**src/sv/czr_pkg.sv**
```systemverilog
// Shared constants, codes and controller/datapath interface types of the
// column reduction block. No dependencies.
package czr_pkg;

   localparam int ROW_COUNT   = 1024;
   localparam int ROW_W       = $clog2(ROW_COUNT);
   localparam int WORD_BITS   = 64;
   localparam int BIT_W       = $clog2(WORD_BITS);
   localparam int WORDS       = ROW_COUNT / WORD_BITS;
   localparam int WORD_W      = $clog2(WORDS);
   localparam int MAX_CHUNK   = 256;
   localparam int SLOT_W      = $clog2(MAX_CHUNK);
   localparam int POS_W       = SLOT_W + 1;
   localparam int MAX_COLUMNS = 65536;
   localparam int COUNT_W     = $clog2(MAX_COLUMNS) + 1;
   localparam int STORE_W     = SLOT_W + WORD_W;

   localparam int OP_W      = 2;
   localparam int BIRTH_W   = 16;
   localparam int DEATH_W   = 11;
   localparam int ADDS_W    = 8;
   localparam int CSR_IDX_W = 1;
   localparam int CSR_W     = 9;

   typedef logic [OP_W-1:0] op_type;
   localparam op_type OP_ADD = 2'd0;
   localparam op_type OP_END = 2'd1;
   localparam op_type OP_NEW = 2'd2;

   typedef logic [CSR_IDX_W-1:0] csr_idx_type;
   localparam csr_idx_type CSR_CHUNK_COLUMNS      = 1'd0;
   localparam csr_idx_type CSR_INDEPENDENT_CHUNKS = 1'd1;

   localparam logic [CSR_W-1:0] CHUNK_COLUMNS_RESET = 9'd256;

   // Per-row record: owning slot, local ownership and global claim.
   typedef struct packed {
      logic [SLOT_W-1:0] owner;
      logic              valid;
      logic              claimed;
   } row_info_type;

   // Per-slot record of the pivot claimed in the current chunk.
   typedef struct packed {
      logic             has;
      logic [ROW_W-1:0] row;
   } pivot_type;

   typedef struct packed {
      logic clr_start;
      logic clr_row;
      logic add_entry;
      logic col_start;
      logic ovf_start;
      logic find_step;
      logic nopiv;
      logic ri_rd;
      logic add_start;
      logic st_rd;
      logic st_xor;
      logic claim;
      logic skip;
      logic wb;
      logic rsp_load;
      logic sw_start;
      logic sw_piv_rd;
      logic sw_ri_rd;
      logic sw_wr;
      logic sw_next;
      logic sw_done;
   } cmd_type;

   typedef struct packed {
      logic clr_last;
      logic word_nz;
      logic word_zero;
      logic word_last;
      logic ri_valid;
      logic ri_claimed;
      logic indep;
      logic full;
      logic chunk_due;
      logic sw_last;
      logic piv_has;
      logic rsp_busy;
      logic ovf;
   } status_type;

endpackage

```
**src/sv/czr_ctrl.sv**
```systemverilog
// Controller state machine of the column reduction block. Sequences the
// datapath through commands and reads its status. Uses czr_pkg.
module czr_ctrl (
   input  logic                     clock,
   input  logic                     reset,
   input  logic                     req_valid,
   output logic                     req_stall,
   input  logic [czr_pkg::OP_W-1:0] req_operation,
   input  czr_pkg::status_type      status,
   output czr_pkg::cmd_type         cmd
);
   import czr_pkg::*;

   typedef enum logic [12:0] {
      S_CLEAR  = 13'b0000000000001,
      S_IDLE   = 13'b0000000000010,
      S_FIND   = 13'b0000000000100,
      S_LOOK   = 13'b0000000001000,
      S_RIW    = 13'b0000000010000,
      S_XRD    = 13'b0000000100000,
      S_XOR    = 13'b0000001000000,
      S_WB     = 13'b0000010000000,
      S_RESULT = 13'b0000100000000,
      S_POST   = 13'b0001000000000,
      S_SWPIV  = 13'b0010000000000,
      S_SWCHK  = 13'b0100000000000,
      S_SWWR   = 13'b1000000000000
   } state_type;

   state_type state_ff, state_in;
   logic      ret_find_ff, ret_find_in;
   logic      accept;

   assign req_stall = (state_ff != S_IDLE);
   assign accept    = req_valid && !req_stall;

   always_comb begin
      state_in    = state_ff;
      ret_find_in = ret_find_ff;
      cmd         = '0;
      case (state_ff)
         S_CLEAR: begin
            cmd.clr_row = 1'b1;
            if (status.clr_last) begin
               state_in = S_IDLE;
            end
         end
         S_IDLE: begin
            if (accept) begin
               case (op_type'(req_operation))
                  OP_ADD: cmd.add_entry = 1'b1;
                  OP_END: begin
                     if (status.full) begin
                        cmd.ovf_start = 1'b1;
                        state_in      = S_RESULT;
                     end else begin
                        cmd.col_start = 1'b1;
                        if (status.chunk_due) begin
                           cmd.sw_start = 1'b1;
                           ret_find_in  = 1'b1;
                           state_in     = S_SWPIV;
                        end else begin
                           state_in = S_FIND;
                        end
                     end
                  end
                  OP_NEW: begin
                     cmd.clr_start = 1'b1;
                     state_in      = S_CLEAR;
                  end
                  default: ;
               endcase
            end
         end
         S_FIND: begin
            cmd.find_step = 1'b1;
            if (status.word_nz) begin
               state_in = S_LOOK;
            end else if (status.word_zero) begin
               cmd.nopiv = 1'b1;
               state_in  = S_WB;
            end
         end
         S_LOOK: begin
            cmd.ri_rd = 1'b1;
            state_in  = S_RIW;
         end
         S_RIW: begin
            if (status.ri_valid) begin
               cmd.add_start = 1'b1;
               state_in      = S_XRD;
            end else if (!status.indep && status.ri_claimed) begin
               cmd.skip = 1'b1;
               state_in = S_WB;
            end else begin
               cmd.claim = 1'b1;
               state_in  = S_WB;
            end
         end
         S_XRD: begin
            cmd.st_rd = 1'b1;
            state_in  = S_XOR;
         end
         S_XOR: begin
            cmd.st_xor = 1'b1;
            state_in   = status.word_last ? S_FIND : S_XRD;
         end
         S_WB: begin
            cmd.wb = 1'b1;
            if (status.word_last) begin
               state_in = S_RESULT;
            end
         end
         S_RESULT: begin
            if (!status.rsp_busy) begin
               cmd.rsp_load = 1'b1;
               state_in     = S_POST;
            end
         end
         S_POST: begin
            if (!status.ovf && status.chunk_due) begin
               cmd.sw_start = 1'b1;
               ret_find_in  = 1'b0;
               state_in     = S_SWPIV;
            end else begin
               state_in = S_IDLE;
            end
         end
         S_SWPIV: begin
            cmd.sw_piv_rd = 1'b1;
            state_in      = S_SWCHK;
         end
         S_SWCHK: begin
            if (status.piv_has) begin
               cmd.sw_ri_rd = 1'b1;
               state_in     = S_SWWR;
            end else begin
               cmd.sw_next = 1'b1;
               if (status.sw_last) begin
                  cmd.sw_done = 1'b1;
                  state_in    = ret_find_ff ? S_FIND : S_IDLE;
               end else begin
                  state_in = S_SWPIV;
               end
            end
         end
         S_SWWR: begin
            cmd.sw_wr   = 1'b1;
            cmd.sw_next = 1'b1;
            if (status.sw_last) begin
               cmd.sw_done = 1'b1;
               state_in    = ret_find_ff ? S_FIND : S_IDLE;
            end else begin
               state_in = S_SWPIV;
            end
         end
         default: state_in = S_IDLE;
      endcase
   end

   always_ff @(posedge clock) begin
      if (reset) begin
         state_ff    <= S_CLEAR;
         ret_find_ff <= 1'b0;
      end else begin
         state_ff    <= state_in;
         ret_find_ff <= ret_find_in;
      end
   end

endmodule

```
**config.mk**
```make
export PLATFORM = sky130hd
export DESIGN_NAME = czr_ctrl
export DESIGN_NICKNAME = d
export VERILOG_FILES = /design/src/sv/czr_pkg.sv /design/src/sv/czr_ctrl.sv
export SDC_FILE = /design/constraint.sdc
export NUM_CORES = 1
export LEC_CHECK = 0
export ABC_AREA = 1
export BUFFER_PORTS_ARGS = -buffer_cell sky130_fd_sc_hd__buf_2
export CAP_MARGIN = 10
export CORE_AREA = 2 2 53 55
export DETAILED_ROUTE_END_ITERATION = 16
export DIE_AREA = 0 0 55 57
export PLACE_DENSITY = 0.77
export SYNTH_ARGS = -nofsm -noshare
export SYNTH_HDL_FRONTEND = slang
export SYNTH_SLANG_ARGS = --single-unit
```
**constraint.sdc**
```tcl
create_clock -name clock -period 1.6 [get_ports clock]
set_input_delay 0.08 -clock clock [delete_from_list [all_inputs] [get_ports clock]]
set_output_delay 0.08 -clock clock [all_outputs]
set_load 0.01 [all_outputs]
```
==> results of run 1 <==
[metal layers]
layer | wire [um] | vias to the layer above | track usage [%]
met5 | 0 | - | 0
li1 | - | 764 | -
met4 | 81 | 0 | 10.8
met1 | 1520 | 692 | 29.0
met3 | 127 | 9 | 1.57
met2 | 1740 | 39 | 36.9
[layout make-up]
cell class	instances	area (um2)
Clock buffer	3	22.5
Sequential cell	14	292
Inverter	38	148
Timing Repair Buffer	63	454
Tap cell	31	38.8
Multi-Input combinational cell	149	991
Fill cell	208	669
[cells in the mapped netlist]
| master | count | share of area, % |
|---|---|---|
| buf_6 | 1 | 0.90 |
| nor3_1 | 10 | 4.0 |
| inv_2 | 1 | 0.30 |
| nand2_4 | 5 | 4.5 |
| nand2_1 | 40 | 12 |
| nor2_1 | 35 | 11 |
| nor3_2 | 1 | 0.80 |
| o21ai_0 | 1 | 0.40 |
| nor4_1 | 1 | 0.50 |
| nor3_4 | 1 | 1.3 |
| nand4_1 | 3 | 1.5 |
| nand3b_1 | 1 | 0.60 |
| nor2_2 | 5 | 2.5 |
| nand3_2 | 5 | 4.0 |
| nor2_4 | 4 | 3.6 |
| clkbuf_1 | 1 | 0.30 |
| nand3_1 | 16 | 6.4 |
| dfxtp_1 | 14 | 22 |
| inv_1 | 37 | 11 |
| a211o_1 | 1 | 0.70 |
| a31o_2 | 1 | 0.70 |
| o21ai_1 | 3 | 1.2 |
| nor2_8 | 2 | 3.2 |
| a21oi_1 | 7 | 2.8 |
| nand2_2 | 7 | 3.5 |
[metrics by stage]
stage / setup TNS (ns) / hold WS [ns] / instances
after detailed placement: 0 / 0.299 / 272
after global placement: 0 / 0.298 / 272
after CTS: -0.210 / 0.000927 / 289
final: -0.970 / 0.0924 / 298
after global routing: -2.82 / 0.106 / 298
after floorplan: 0 / 0.159 / 203
[where the power goes]
group | switching [mW] | internal (mW) | total, mW | leakage (nW)
clock | 0.117 | 0.0873 | 0.205 | 0.0138
combinational | 0.159 | 0.105 | 0.264 | 0.919
sequential | 0.0120 | 0.359 | 0.371 | 0.118
[worst max-delay path: cells and delay by family, from the launching register on]
family | cells | cell delay, ns
AND/OR/NAND/NOR | 7 | 0.74
flip-flops | 1 | 0.35
buffers and inverters | 2 | 0.26
[cells by family (layout without fill, tap and decap cells)]
group / Yosys count / after routing
simple gates: 136 / 136
compound gates: 13 / 13
buf+inv: 40 / 104
flops: 14 / 14
[how the worst min path moves through the flow]
| stage | startpoint | end | cells after the start | slack, ns |
|---|---|---|---|---|
| global route | status[11] | state_ff[3]$_SDFFE_PP0P_ | 3 | 0.11 |
| finish | status[11] | state_ff[3]$_SDFFE_PP0P_ | 3 | 0.09 |
| CTS | status[1] | state_ff[9]$_SDFFE_PP0P_ | 2 | 0.0009 |
| floorplan | status[1] | state_ff[9]$_SDFFE_PP0P_ | 1 | 0.16 |
| detailed placement | status[1] | state_ff[9]$_SDFFE_PP0P_ | 2 | 0.30 |
| global placement | status[1] | state_ff[9]$_SDFFE_PP0P_ | 2 | 0.30 |
[repair_timing]
| item | in CTS | in global routing |
|---|---|---|
| pin swaps | 8 | 14 |
| resized for setup | 16 | 49 |
| hold buffers | 0 | 1 |
| hold endpoints to repair | 0 | 1 |
| setup buffers | 14 | 7 |
| cloned | 0 | 1 |
| endpoints found under the setup margin | 11 | 23 |
[registers in the layout, indices dropped and copies added, names as in the netlist]
register / cells
ret_find_ff: 1
state_ff: 13
==> impl_metrics.toml, run 1 <==
[setup_path]
crit_path_end_kind = "output port"
rr_endpoint = "state_ff[1]$_SDFFE_PP0P_"
crit_arrival_ns = 1.64
slowest_stage = "dfxtp_2"
slowest_delay_ns = 0.35
ff2ff_setup_slack_ns = -0.05
r2r_start = "state_ff[7]$_SDFFE_PP0P_"
start_kind = "flop"
required_ns = 1.52
critPathCapture = "cmd[5]"
cp_max_fo = 8
setup.worst_path.start = "state_ff[5]$_SDFFE_PP0P_"
path_cells = "nor2_4 -> nand2_4 -> nor2_4 -> buf_4 -> nand2_4 -> nor3_4 -> nand2_1 -> nand2_1 -> buf_2"
reg2reg_depth = 13
critPathKind = "flop to output port"

[timing]
worst_pin_slew_ns = 0.350
post-route-period-util_pct = 107
hold_viol_final = 0
rsz0062_at_grt = "true"
setup_ws_ns = -0.119
clock_skew_ns = 0.000981
slew-limit-headroom_pct = 76.5
max_freq_mhz = 582
period_minus_slack_ns = 1.72
slew_violations = 0
finalSetupViolCount = 17

[placement]
io_buffers = 39
gp_congestion = 0.849
place_hpwl_mm = 2.36
placed_area_um2 = 1470
place_ws_ns = 0.0663

[yosys]
seq_area_frac_synth_pct = 22.5
syn_inst = 203
synth_seq_cells = 14
synth_compound_area_share_pct = 5.82
synth_fp_nets = 221
synth_top_family_by_area = "simple AND/OR/NAND/NOR gates"
synthMuxAreaShare_pct = 0
synth-adder-area-share_pct = 0
synth_xor_area_share_pct = 0
syn_area_per_cell_um2 = 6.15
yosys_warnings = 0
syn-cell-area_um2 = 1250
ys_types = 25
synth-simple-area-share_pct = 59.1

[clocking]
clk_pin_slew_ns = 0.09
htreeDepth = 1
cts_buffers = 3
clockBufferDepth = 2
cts_tree = "yes"
clk_latency_ns = 0.28
cts-root-buf = "clkbuf_4"
clkSinkCount = 14

[power_and_ir_drop]
ir_drop_v = 0.000369
powerDensity_nw_per_um2 = 431
leakage_nw = 1.05
total_power_mw = 0.839

[final_layout]
final_common_cell = "buf_2"
antenna_cells = 0
fin_area_um2 = 1950
area_delta_synth_final_pct = 56.0
final_nets = 287
mostFrequentLayoutCells = "buf_2 (36), nand2_1 (34), inv_1 (33), nor2_1 (25), buf_4 (17)"
final_util_pct = 74.4
drive_gt1_share_pct = 51.7

[die]
dieArea_um2 = 3140
core_area_um2 = 2620
die_y_um = 57
rows = 19
die_x_um = 55
initial_core_util_pct = 47.7
io_pins = 40

[run_status]
status = "complete, but fails checks"
violations = "negative setup slack"

[global_routing]
grt_max_degree = 13
antenna_found_initial = 0
grt_overflow = 0
grt_pass1_wl_mm = 5.32
grtUsageTotal_pct = 22.4
grt_pass1_vias = 1327

[drt]
first_pass_iters = 4
wl_per_cell_um = 11.6
num_vias = 1504
drt.antenna.violating_nets = 0
drc_errors = 0
viasPerCell = 5.05
drt-initial-drc-count = 35
drt-total-wl_mm = 3.47

[hold_path]
hold_class = "input port to flop"

[flow_run]
drv_cap = 0
Note: power is estimated with default switching activity, not from simulation.
==> run 2: changes to the inputs <==
- PLACE_DENSITY: 0.77 -> 0.76
==> run 2 against run 1 <==
The run still ends with negative setup slack left. Clock skew rose by 0.0074 ns. Clock power rose by 34%. Flip-flop and latch count did not move. Fmax fell by 0.70%. Sequential power barely moved.
==> impl_metrics.toml, run 2 (synthesis gave the netlist of run 1 again) <==
[global_routing]
grt_pass1_vias = 1290
grt_overflow = 0
grt_pass1_wl_mm = 5.09
antenna_found_initial = 0
grtUsageTotal_pct = 21.9
grt_max_degree = 13

[drt]
drc_errors = 0
drt-total-wl_mm = 3.90
first_pass_iters = 4
wl_per_cell_um = 13.0
num_vias = 1565
drt-initial-drc-count = 54
viasPerCell = 5.22
drt.antenna.violating_nets = 0

[final_layout]
multi_input_area_um2 = 967
drive_gt1_share_pct = 54.3
antenna_cells = 0
fillers = 198
largest_reg_flops = 13
mostFrequentLayoutCells = "buf_2 (37), nand2_1 (36), inv_1 (30), nor2_1 (23), buf_4 (19)"
final_common_cell = "buf_2"
area_delta_synth_final_pct = 54.4
top_regs = "state_ff x13, ret_find_ff x1"
final_cells = 300
final_util_pct = 73.6
final_nets = 288
regMostFlops = "state_ff"
seq_area_um2 = 302

[power_and_ir_drop]
leakage_nw = 1.04
ir_drop_v = 0.000545
powerDensity_nw_per_um2 = 487

[flow_run]
drv_cap = 0

[die]
initial_core_util_pct = 47.7
dieArea_um2 = 3140
die_x_um = 55
rows = 19
io_pins = 40
core_area_um2 = 2620
die_y_um = 57

[clocking]
cts-root-buf = "clkbuf_4"
clk_latency_ns = 0.30
clk_pin_slew_ns = 0.10
clockBufferDepth = 2
cts_tree = "yes"
cts_buffers = 3
htreeDepth = 1
clkSinkCount = 14

[timing]
holdWs_ns = 0.0497
slew-limit-headroom_pct = 80.0
post-route-period-util_pct = 108
max_freq_mhz = 578
slew_violations = 0
rsz0062_at_grt = "true"
setup_ws_ns = -0.131
period_minus_slack_ns = 1.73
clock_skew_ns = 0.00838
finalSetupViolCount = 10
hold_viol_final = 0
worst_pin_slew_ns = 0.299

[setup_path]
cp_max_fo = 4
required_ns = 1.52
start_kind = "flop"
critPathKind = "flop to output port"
crit_arrival_ns = 1.65
crit_path_end_kind = "output port"

[run_status]
violations = "negative setup slack"
status = "complete, but fails checks"

[hold_path]
hold_class = "input port to flop"

[placement]
place_hpwl_mm = 2.35
gp_congestion = 0.870
dp.cells = 274
io_buffers = 39
==> run 2: worst max-delay path, stage by stage (launching register included) <==
cell	delay, ns
dfxtp_2	0.35
nor2_4	0.17
nand2_4	0.09
nor2_8	0.16
nand2_4	0.09
inv_4	0.07
nand3_4	0.07
nor2_1	0.16
buf_2	0.18
==> run 2: metal layers <==
metal  global-route usage (%)  vias up  routed length (um)
met5                        0        -                   0
met4                     10.5        0                 105
met3                     3.40       17                 165
met2                     35.7       58                2040
met1                     27.4      724                1590
li1                         -      766                   -
==> run 2: power by group <==
part	switching (mW)	leakage, nW	internal, mW
registers	0.0120	0.119	0.356
logic	0.172	0.904	0.122
clock network	0.135	0.0210	0.139
==> run 2: worst paths after layout <==
kind	from	endpoint	slack (ns)	cells after the start
max	state_ff[10]$_SDFFE_PP0P_	cmd[8]	-0.13	8
min reg2reg	ret_find_ff$_SDFFE_PP0P_	ret_find_ff$_SDFFE_PP0P_	0.48	2
max reg2reg	state_ff[10]$_SDFFE_PP0P_	state_ff[2]$_SDFFE_PP0P_	-0.06	11
min	status[2]	state_ff[12]$_SDFFE_PP0P_	0.05	3
==> run 2: area by class of cell <==
cell class | count | share of cell area (%)
Tap cell | 31 | 2.01
Inverter | 38 | 7.67
Sequential cell | 14 | 15.7
Multi-Input combinational cell | 149 | 50.2
Clock buffer | 4 | 1.88
Timing Repair Buffer | 64 | 22.5
==> run 2: repair_timing <==
item / 4_1_cts / 5_1_grt
pin swaps: 10 / 22
hold buffers: 1 / 0
endpoints found under the setup margin: 13 / 21
buffers inserted: 8 / 12
cloned: 0 / 1
hold endpoints to repair: 1 / 0
gates resized for setup: 23 / 46
==> run 2: stage by stage <==
step	total power, mW	setup slack, ns	TNS [ns]	cell area, um2
floorplan	0.516	0.122	0	1250
global placement	0.576	-0.0192	-0.0192	1490
detailed placement	0.577	0.00123	0	1490
CTS	0.869	-0.0995	-0.300	1680
global route	0.974	-0.219	-2.16	1930
finish	0.937	-0.131	-0.759	1930
==> run 3: changes to the inputs <==
- clock period: 1.6 -> 1.8 ns (I/O delays scaled with it)
==> run 3 against run 2 <==
The run now ends clean. Cell count fell by 7.7%. Utilization fell by 14 points. Total power fell by 25%. Flip-flop and latch count did not move. Clock power fell by 32%. Cell area fell by 19%. Via count fell by 13%. First-iteration DRC count fell by 15%. Critical path depth fell by 2. Register-to-register slack improved by 0.20 ns. Die area did not move. Global-route usage fell by 1.6 points. Critical endpoint is now cmd[14].
==> impl_metrics.toml, run 3 (synthesis gave the netlist of run 1 again) <==
[drt]
viasPerCell = 4.91
drt-total-wl_mm = 2.86
drt-initial-drc-count = 46
first_pass_iters = 4
wl_per_cell_um = 10.3
drc_errors = 0
num_vias = 1359
drt.antenna.violating_nets = 0

[timing]
rsz0062_at_grt = "true"
worst_pin_slew_ns = 0.336
period_minus_slack_ns = 1.73
hold_viol_final = 0
slew-limit-headroom_pct = 77.4
post-route-period-util_pct = 96.0
slew_violations = 0
setup_ws_ns = 0.0726
max_freq_mhz = 579
finalSetupViolCount = 0
clock_skew_ns = 0.00466

[setup_path]
crit_top_cell = "nor2_4"
ff2ff_setup_slack_ns = 0.14
setup.worst_path.start = "state_ff[10]$_SDFFE_PP0P_"
slowest_stage = "dfxtp_1"
rr_endpoint = "state_ff[1]$_SDFFE_PP0P_"
critPathKind = "flop to output port"
crit_arrival_ns = 1.64
required_ns = 1.71
r2r_start = "state_ff[10]$_SDFFE_PP0P_"
reg2reg_depth = 10
path_cells = "nor2_4 -> nand3_2 -> nor2_4 -> nand4_1 -> nor3_1 -> buf_2"
cp_max_fo = 4
crit_path_end_kind = "output port"
slowest_delay_ns = 0.36
start_kind = "flop"

[final_layout]
final_util_pct = 59.8
top_regs = "state_ff x13, ret_find_ff x1"
largest_reg_flops = 13
drive_gt1_share_pct = 34.6
final_cells = 277
area_delta_synth_final_pct = 25.3
fillers = 266
antenna_cells = 0
fin_area_um2 = 1560
mostFrequentLayoutCells = "nand2_1 (39), buf_2 (39), inv_1 (36), nor2_1 (34), nand3_1 (15)"
final_nets = 266
regMostFlops = "state_ff"

[die]
rows = 19
die_y_um = 57
dieArea_um2 = 3140
initial_core_util_pct = 47.7
core_area_um2 = 2620
die_x_um = 55
io_pins = 40

[power_and_ir_drop]
pwr-share-clk_pct = 26.4
p_int_mw = 0.467
ir_drop_v = 0.000463
powerDensity_nw_per_um2 = 449
total_power_mw = 0.702
p_sw_share_pct = 33.5
power_frac_comb_pct = 26.8
leakage_nw = 0.903
switchingPower_mw = 0.235
power_frac_seq_pct = 46.9

[flow_run]
drv_cap = 0

[clocking]
htreeDepth = 1
clk_pin_slew_ns = 0.09
clk_latency_ns = 0.28
cts_tree = "yes"
cts_buffers = 3
clockBufferDepth = 2
clkSinkCount = 14
cts-root-buf = "clkbuf_4"

[hold_path]
worstHoldStart = "status[11]"
hold_end = "state_ff[3]$_SDFFE_PP0P_"
hold_depth = 3
hold_class = "input port to flop"

[placement]
io_buffers = 39
dp.cells = 271
place_hpwl_mm = 2.29
gp_congestion = 0.884
placed_area_um2 = 1470
place_ws_ns = 0.249

[global_routing]
grt_pass1_wl_mm = 4.87
grt_pass1_vias = 1229
grt_overflow = 0
grtUsageTotal_pct = 20.3
antenna_found_initial = 0
grt_max_degree = 14

[run_status]
status = "finished clean"
[run 3: power by group through the flow]
stage	registers [mW]	clock network, mW	logic [mW]
after global routing	0.330	0.209	0.208
after CTS	0.326	0.192	0.178
after global placement	0.333	0	0.173
final	0.329	0.185	0.188
after floorplan	0.332	0	0.127
after detailed placement	0.334	0	0.175
[run 3: what timing repair did]
action	CTS	global route
buffers inserted	0	2
setup endpoints to repair	1	11
pin swaps	0	7
hold buffers	1	0
resized for setup	2	12
hold endpoints to repair	1	0
[run 3: metal layers]
layer	global-route usage (%)	share of wire [%]
met2	31.1	48
met3	4.71	4.2
met1	28.7	48
met4	4.88	0.77
met5	0	0
[run 3: per-stage QoR]
stage	setup TNS (ns)	hold slack [ns]
after floorplan	0	0.169
after global placement	0	0.309
after detailed placement	0	0.310
after CTS	0	0.0762
after global routing	-0.0517	0.101
final	0	0.0842
[run 3: worst max-delay path, delay by kind of cell, from the launching register on]
family | cells | cell delay [ns]
AND/OR/NAND/NOR | 5 | 0.83
flip-flops | 1 | 0.36
buffers and inverters | 1 | 0.15
[run 3: worst max path at each step]
stage	to	depth (start not counted)
6_report	cmd[14]	6
5_1_grt	cmd[14]	6
4_1_cts	cmd[20]	6
3_5_place_dp	state_ff[7]$_SDFFE_PP0P_	9
3_3_place_gp	state_ff[2]$_SDFFE_PP0P_	11
2_1_floorplan	cmd[5]	7
[run 3: area by class of cell]
cell class              count  area (um2)  area share, %
flip-flops and latches     14         284           18.2
multi-input cells         149         855           54.7
inverters                  38         143           9.13
well taps                  31        38.8           2.48
clock buffers               3        22.5           1.44
repair buffers             42         220           14.1
